[src/design/rmm_pkg.sv]
package rmm_pkg;

    localparam int MAX_WINDOW_DEF = 63;

    localparam int SAMPLE_W = 8;
    localparam int CNT_W    = 6;

    // seen-sample counter saturates here, above every right reach
    localparam logic [CNT_W-1:0] COUNT_SAT = 6'd63;
    localparam logic [CNT_W-1:0] WIN_RESET = 6'd3;

    // configuration register indexes
    localparam logic CFG_WINDOW_SIZE = 1'b0;
    localparam logic CFG_MODE        = 1'b1;

    // mode codes
    localparam logic MODE_ERODE  = 1'b0;
    localparam logic MODE_DILATE = 1'b1;

    typedef struct packed {
        logic [SAMPLE_W-1:0] sample;
        logic                line_end;
    } t_in_item;

    typedef struct packed {
        logic [SAMPLE_W-1:0] value;
        logic                last_of_line;
    } t_out_item;

    typedef enum logic [1:0] {
        S_IDLE,
        S_RUN,
        S_DONE
    } t_state;

endpackage

[src/design/rmm_cell.sv]
// One cell of the window row: holds one stored sample (shifts on a new
// item) and one partial reduction that flows toward cell 0 every cycle.
module rmm_cell #(
    parameter int IDX = 0
) (
    input  logic                         i_clk,
    input  logic                         i_shift,
    input  logic                         i_mode,
    input  logic [rmm_pkg::CNT_W-1:0]    i_depth,
    input  logic [rmm_pkg::SAMPLE_W-1:0] i_data,
    input  logic [rmm_pkg::SAMPLE_W-1:0] i_acc,
    output logic [rmm_pkg::SAMPLE_W-1:0] o_data,
    output logic [rmm_pkg::SAMPLE_W-1:0] o_acc
);

    logic [rmm_pkg::SAMPLE_W-1:0] r_data;
    logic [rmm_pkg::SAMPLE_W-1:0] r_acc;
    logic [rmm_pkg::SAMPLE_W-1:0] n_acc;
    logic                         w_take_nbr;

    always_comb begin
        // pick the neighbor's value when it wins the compare
        if (i_mode == rmm_pkg::MODE_DILATE) begin
            w_take_nbr = (i_acc > r_data);
        end else begin
            w_take_nbr = (i_acc < r_data);
        end
        // the deepest cell of the window starts the reduction on its own sample
        if (int'(i_depth) == IDX) begin
            n_acc = r_data;
        end else if (w_take_nbr) begin
            n_acc = i_acc;
        end else begin
            n_acc = r_data;
        end
    end

    always_ff @(posedge i_clk) begin
        if (i_shift) begin
            r_data <= i_data;
        end
        r_acc <= n_acc;
    end

    assign o_data = r_data;
    assign o_acc  = r_acc;

endmodule

[src/design/running_minmax_filter_1d.sv]
// Channel  Handshake                   Payload                         Direction
// in       i_in_valid / o_in_ready     i_in_data  (sample, line_end)   into block
// out      o_out_valid / i_out_ready   o_out_data (value, last_of_line) out of block
// cfg      i_cfg_valid / o_cfg_ready   i_cfg_index, i_cfg_data          into block
//
// A sample goes through a transfer, a reduction that ripples down the cell row
// from cell D to cell 0, D = min(samples already seen in the line, k-1), and a
// hand-over of the result to the output register.
// The last sample of a line is followed by r = k-1-k/2 internal border passes
// (the last sample replicated).
// Reset (synchronous, active low) clears control and configuration; there is
// no clearing pass, since a reduction never reaches past the line start.
// A stalled output holds the block in its result cycle; config is always ready.
module running_minmax_filter_1d #(
    parameter int MAX_WINDOW = rmm_pkg::MAX_WINDOW_DEF
) (
    input  logic                         i_clk,
    input  logic                         i_rst_n,
    // input samples
    input  logic                         i_in_valid,
    output logic                         o_in_ready,
    input  rmm_pkg::t_in_item            i_in_data,
    // filtered samples
    output logic                         o_out_valid,
    input  logic                         i_out_ready,
    output rmm_pkg::t_out_item           o_out_data,
    // configuration writes
    input  logic                         i_cfg_valid,
    output logic                         o_cfg_ready,
    input  logic                         i_cfg_index,
    input  logic [rmm_pkg::CNT_W-1:0]    i_cfg_data
);

    localparam int CW = rmm_pkg::CNT_W;
    localparam int SW = rmm_pkg::SAMPLE_W;

    // configuration
    logic          r_win;
    logic [CW-1:0] r_win_size;
    logic          r_mode;

    // sequencer
    rmm_pkg::t_state r_state;
    rmm_pkg::t_state n_state;
    logic [CW-1:0]   r_count;
    logic [CW-1:0]   r_depth;
    logic            r_emit;
    logic            r_final;
    logic [CW-1:0]   r_pads;
    logic [CW-1:0]   r_seen;

    // output register
    logic               r_out_valid;
    rmm_pkg::t_out_item r_out;

    // window geometry
    logic [CW-1:0] w_k;
    logic [CW-1:0] w_half;
    logic [CW-1:0] w_reach;
    logic [CW-1:0] w_item_depth;
    logic          w_item_emit;
    logic          w_item_final;

    logic          w_in_xfer;
    logic          w_done_go;
    logic          w_pad_start;
    logic          w_start;
    logic          w_out_load;
    logic [SW-1:0] w_shift_val;

    // cell row
    logic [SW-1:0] w_data [MAX_WINDOW];
    logic [SW-1:0] w_acc  [MAX_WINDOW];

    assign o_cfg_ready = 1'b1;

    always_comb begin
        // zero acts as a copy window; the row length limits k
        w_k = (r_win_size == '0) ? CW'(1) : r_win_size;
        if (int'(w_k) > MAX_WINDOW) begin
            w_k = CW'(MAX_WINDOW);
        end
        w_half  = w_k >> 1;
        w_reach = w_k - CW'(1) - w_half;
        // clamp to the line start: older positions repeat the first sample
        w_item_depth = (r_seen < (w_k - CW'(1))) ? r_seen : (w_k - CW'(1));
        w_item_emit  = (r_seen >= w_reach);
    end

    // ---------------- next state ----------------
    always_comb begin
        n_state = r_state;
        case (r_state)
            rmm_pkg::S_IDLE: begin
                if (i_in_valid) begin
                    n_state = rmm_pkg::S_RUN;
                end
            end
            rmm_pkg::S_RUN: begin
                if (r_count == '0) begin
                    n_state = rmm_pkg::S_DONE;
                end
            end
            rmm_pkg::S_DONE: begin
                if (w_done_go) begin
                    n_state = (r_pads != '0) ? rmm_pkg::S_RUN : rmm_pkg::S_IDLE;
                end
            end
            default: begin
                n_state = rmm_pkg::S_IDLE;
            end
        endcase
    end

    // ---------------- sequencer outputs ----------------
    always_comb begin
        o_in_ready  = (r_state == rmm_pkg::S_IDLE);
        w_in_xfer   = i_in_valid && o_in_ready;
        w_done_go   = (r_state == rmm_pkg::S_DONE) &&
                      (!r_emit || !r_out_valid || i_out_ready);
        w_pad_start = w_done_go && (r_pads != '0);
        w_start     = w_in_xfer || w_pad_start;
        w_out_load  = w_done_go && r_emit;
        // border pass re-enters the newest stored sample
        w_shift_val = w_in_xfer ? i_in_data.sample : w_data[0];
        if (w_in_xfer) begin
            w_item_final = i_in_data.line_end && (w_reach == '0);
        end else begin
            w_item_final = (r_pads == CW'(1));
        end
    end

    always_ff @(posedge i_clk) begin
        if (!i_rst_n) begin
            r_state     <= rmm_pkg::S_IDLE;
            r_count     <= '0;
            r_depth     <= '0;
            r_emit      <= 1'b0;
            r_final     <= 1'b0;
            r_pads      <= '0;
            r_seen      <= '0;
            r_out_valid <= 1'b0;
            r_win_size  <= rmm_pkg::WIN_RESET;
            r_mode      <= rmm_pkg::MODE_ERODE;
        end else begin
            r_state <= n_state;

            if (r_state == rmm_pkg::S_RUN && r_count != '0) begin
                r_count <= r_count - CW'(1);
            end

            if (w_start) begin
                r_depth <= w_item_depth;
                r_count <= w_item_depth;
                r_emit  <= w_item_emit;
                r_final <= w_item_final;
                if (w_item_final) begin
                    r_seen <= '0;
                end else if (r_seen != rmm_pkg::COUNT_SAT) begin
                    r_seen <= r_seen + CW'(1);
                end
                if (w_in_xfer) begin
                    r_pads <= i_in_data.line_end ? w_reach : '0;
                end else begin
                    r_pads <= r_pads - CW'(1);
                end
            end

            if (w_out_load) begin
                r_out_valid <= 1'b1;
            end else if (i_out_ready) begin
                r_out_valid <= 1'b0;
            end

            if (i_cfg_valid && o_cfg_ready) begin
                case (i_cfg_index)
                    rmm_pkg::CFG_WINDOW_SIZE: r_win_size <= i_cfg_data;
                    rmm_pkg::CFG_MODE:        r_mode     <= i_cfg_data[0];
                    default: begin
                    end
                endcase
            end
        end
    end

    // one-bit shadow of the mode write, kept for the mode-steady check
    always_ff @(posedge i_clk) begin
        r_win <= r_mode;
    end

    always_ff @(posedge i_clk) begin
        if (w_out_load) begin
            r_out.value        <= w_acc[0];
            r_out.last_of_line <= r_final;
        end
    end

    assign o_out_valid = r_out_valid;
    assign o_out_data  = r_out;

    // ---------------- cell row: index 0 holds the newest sample ----------------
    genvar c;
    generate
        for (c = 0; c < MAX_WINDOW; c++) begin : g_cell
            logic [SW-1:0] w_prev;
            logic [SW-1:0] w_nbr;
            if (c == 0) begin : g_head
                assign w_prev = w_shift_val;
            end else begin : g_body
                assign w_prev = w_data[c-1];
            end
            if (c == MAX_WINDOW - 1) begin : g_tail
                assign w_nbr = '0;
            end else begin : g_link
                assign w_nbr = w_acc[c+1];
            end
            rmm_cell #(
                .IDX (c)
            ) u_cell (
                .i_clk   (i_clk),
                .i_shift (w_start),
                .i_mode  (r_mode),
                .i_depth (r_depth),
                .i_data  (w_prev),
                .i_acc   (w_nbr),
                .o_data  (w_data[c]),
                .o_acc   (w_acc[c])
            );
        end
    endgenerate

    // ---------------- assertions ----------------
    a_count_in_window: assert property (@(posedge i_clk) disable iff (!i_rst_n)
        r_state == rmm_pkg::S_RUN |-> r_count <= r_depth)
        else $error("reduction counter beyond window depth");

    a_depth_in_row: assert property (@(posedge i_clk) disable iff (!i_rst_n)
        r_state != rmm_pkg::S_IDLE |-> int'(r_depth) < MAX_WINDOW)
        else $error("window depth beyond cell row");

    a_no_pads_idle: assert property (@(posedge i_clk) disable iff (!i_rst_n)
        r_state == rmm_pkg::S_IDLE |-> r_pads == '0)
        else $error("border passes left pending while idle");

    a_final_clears: assert property (@(posedge i_clk) disable iff (!i_rst_n)
        w_start && w_item_final |=> r_seen == '0)
        else $error("line position not cleared after final item");

    a_final_last: assert property (@(posedge i_clk) disable iff (!i_rst_n)
        w_out_load && r_final |-> r_pads == '0 && r_emit)
        else $error("line-end result issued with passes pending");

    a_mode_steady: assert property (@(posedge i_clk) disable iff (!i_rst_n)
        r_state == rmm_pkg::S_RUN && $past(r_state) == rmm_pkg::S_RUN |-> r_win == r_mode)
        else $error("mode changed during a reduction");

endmodule
[config.mk]
export PLATFORM = sky130hd
export DESIGN_NAME = running_minmax_filter_1d
export DESIGN_NICKNAME = d
export VERILOG_FILES = /design/src/design/rmm_pkg.sv /design/src/design/rmm_cell.sv /design/src/design/running_minmax_filter_1d.sv
export SDC_FILE = /design/constraint.sdc
export NUM_CORES = 2
export LEC_CHECK = 0
export BUFFER_PORTS_ARGS = -buffer_cell sky130_fd_sc_hd__buf_4
export CAP_MARGIN = 15
export CORE_MARGIN = 3
export CORE_UTILIZATION = 60
export DETAILED_ROUTE_END_ITERATION = 8
export GPL_ROUTABILITY_DRIVEN = 0
export PLACE_DENSITY = 0.76
export SLEW_MARGIN = 10
export SYNTH_ARGS = -nofsm -noshare
export SYNTH_HDL_FRONTEND = slang
export SYNTH_SLANG_ARGS = --single-unit
[constraint.sdc]
create_clock -name i_clk -period 6.53 [get_ports i_clk]
set_input_delay 1.306 -clock i_clk [delete_from_list [all_inputs] [get_ports i_clk]]
set_output_delay 1.306 -clock i_clk [all_outputs]
set_load 0.01 [all_outputs]
==> out/metrics.csv <==
metric;value;unit
p_total;25.14;mW
antenna_cells;0;
whs_endpoint;o_out_data[7];
yosys_warnings;0;
vias;27060;
start_kind;flop;
worstSkewPairLatency;0.65;ns
status;finished, final reports clean;
synth_fp_nets;4183;
ys_types;55;
synth_top_area_share;32.96;%
cts_hold_repair.buffers;0;
crit_path_frequent_cell;ha_1;
rsz0062_at_grt;false;
crit_fanout;4;
dr.pass1.iters;5;
max_stage_delay;0.55;ns
ff2ff_setup_slack;2.68;ns
r2r-start;r_win_size[2];
cts_resized;0;
postRouteAntennaNets;0;
clock-sinks;1053;
fin_util;67.52;%
nFillCells;5484;
drv_cap;0;
worstSetupEndpointType;flop;
r2r-end;r_emit;
syn2layout_area_growth;10.63;%
totalWireLength;85220;microns
cts_tree;yes;
drt-wirelength-per-cell;17.45;microns
maxSlewViolCount;0;
cts_root_buf;clkbuf_16;
cts_setup_buffers;0;
clk_path_buf_depth;3;
grt_max_degree;108;
post-synth-top-count-cell;dfxtp_1;
hold_class;flop to flop;
setup_viol;0;
cellPowerDensity;486.3;mW/mm^2
syn_area_per_cell;12.82;sq um
post-place-ws;2.553;ns
crit_buf_inv;0;
crit_type;flop to flop;
holdPathStages;0;
fin_cells;4883;
syn_area;0.04674;sq mm
path_clk_slew;0.06;ns
yosysTopAreaCell;edfxtp_1;
fin_area;0.05171;sq mm
cts_buffers;104;
cp_data_arrival_time;4.39;ns
antenna_found_initial;0;
synthFlopType;dfxtp_1;
setup_tns;0;ns
fmax;259.4;MHz
syn_inst;3645;
die_h;285.1;microns
rows;101;
grt_overflow_total;0;
dp.cells;4689;
core_area;0.07658;sq mm
slew_headroom;17.27;%
grt_pass1_vias;28300;
grt_first_pass_wirelength;141400;microns
worst_clock_skew;0.02009;ns
io_pins;33;
drcViolationCount;0;
placed_area;0.04833;sq mm
synthTopCellsByArea;edfxtp_1, dfxtp_1, ha_1;
synth_edf_count;513;
start_util;61.03;%
slowest_stage;or4_4;
io_buffers;31;
fp.dieW;285.1;microns
cts-htree-levels;3;
drive_gt1_share;18.66;%
dp.final_hpwl;57880;microns
crit_required;7.07;ns
dieArea;0.08128;sq mm
hold_viol_final;0;
ir_worst_vdd;0.2899;mV
path_cells;or4_4, o21ba_4, ha_1, xor2_1, ha_1, a21oi_1, o21ai_1, xnor2_1, ha_1, a2111oi_0, nor3_1, maj3_1, o21ai_0, a21oi_1;
tightestPinTransition;1.236;ns
r2r_cells;14;
layout.nets;4303;
seq_area_frac_synth;56.09;%
synthArstFlopShare;0;%
p_leak;22.86;nW
hold_slack;0.3994;ns
setup_ws;2.676;ns
grtUsageTotal;21.16;%
hp-start;g_cell[0].u_cell.o_acc[6];
drtIter0Drc;1279;
finalCritPeriodShare;59.03;%
path_delay_family;compound AO/OA/AOI/OAI gates;
via_per_inst;5.541;
fin_crit;3.854;ns
synthTopCellsByCount;dfxtp_1, ha_1, edfxtp_1, inv_1, mux2_2;
ys_ff_latch;1053;
==> worst reg2reg max path, delay by kind of cell, from the launching register on <==
family	cells	cell delay, ns
flip-flops	1	0.36
adder cells (fa/ha/maj)	4	1.14
AND/OR/NAND/NOR	2	0.67
XOR/XNOR	2	0.42
AO/OA/AOI/OAI	6	1.14
==> metal layers <==
layer  track usage (%)  wire, microns
met1             28.38          39020
met2             35.87          41130
met3             3.189           2911
met4             6.064           2165
met5                 0              0
==> layout make-up <==
class | count | area (sq um) | share of cell area, %
timing repair buffer | 45 | 387.9 | 0.7501
inverter | 513 | 1933 | 3.739
sequential | 1053 | 26220 | 50.71
clock buffer | 148 | 2940 | 5.686
multi-input combinational | 2048 | 18500 | 35.77
clock inverter | 46 | 440.4 | 0.8518
tap | 1030 | 1289 | 2.492
==> sequential cells by signal, indices dropped and copies added (netlist names), 6 cells and up <==
signal,count
g_cell.u_cell.o_acc,504
g_cell.u_cell.o_data,504
o_out_data,9
r_count,6
r_depth,6
r_pads,6
r_seen,6
r_win_size,6
==> how the worst max path moves through the flow <==
stage / from / to / slack (ns) / cells past startpoint
after global placement: i_out_ready / g_cell[50].u_cell.o_data[5] / 2.64 / 7
final: r_win_size[2] / r_emit / 2.68 / 14
after global routing: r_win_size[2] / r_emit / 2.32 / 14
after floorplan: i_out_ready / g_cell[10].u_cell.o_data[0] / 1.85 / 6
after detailed placement: i_out_ready / r_count[2] / 2.55 / 9
after CTS: r_win_size[2] / r_emit / 2.62 / 14
==> layout by cell type, fill, tap and decap left out, types with 41 or more instances in the layout <==
| master | instances |
|---|---|
| edfxtp_1 | 513 |
| mux2i_1 | 66 |
| ha_1 | 516 |
| buf_4 | 41 |
| nor2_1 | 47 |
| a21o_1 | 127 |
| dfxtp_1 | 539 |
| clkbuf_16 | 106 |
| o211ai_1 | 64 |
| nand4_1 | 125 |
| inv_1 | 512 |
| nor2b_1 | 72 |
| mux2_2 | 496 |
| nand2_1 | 146 |
| a21oi_1 | 145 |
| a211oi_1 | 64 |
| o21ai_0 | 72 |
==> power by group <==
part | internal [mW] | switching (mW) | total (mW)
Sequential | 9.51 | 1.42 | 10.9
Clock | 3.44 | 2.47 | 5.91
Combinational | 4.41 | 3.89 | 8.30
Total | 17.4 | 7.78 | 25.1
==> kinds of logic (layout without fill, tap and decap cells) <==
| logic type | count (synthesis) | in the layout | share of synthesized area [%] |
|---|---|---|---|
| AO/OA/AOI/OAI | 500 | 500 | 6.952 |
| XOR/XNOR | 16 | 16 | 0.2998 |
| AND/OR/NAND/NOR | 450 | 450 | 4.955 |
| buffers and inverters | 544 | 752 | 4.420 |
| adder cells (fa/ha/maj) | 518 | 518 | 13.88 |
| flip-flops | 1053 | 1053 | 56.09 |
| other | 1 | 1 | 0.008024 |
| multiplexers | 563 | 563 | 13.40 |
Note: power is estimated with default switching activity, not from simulation.
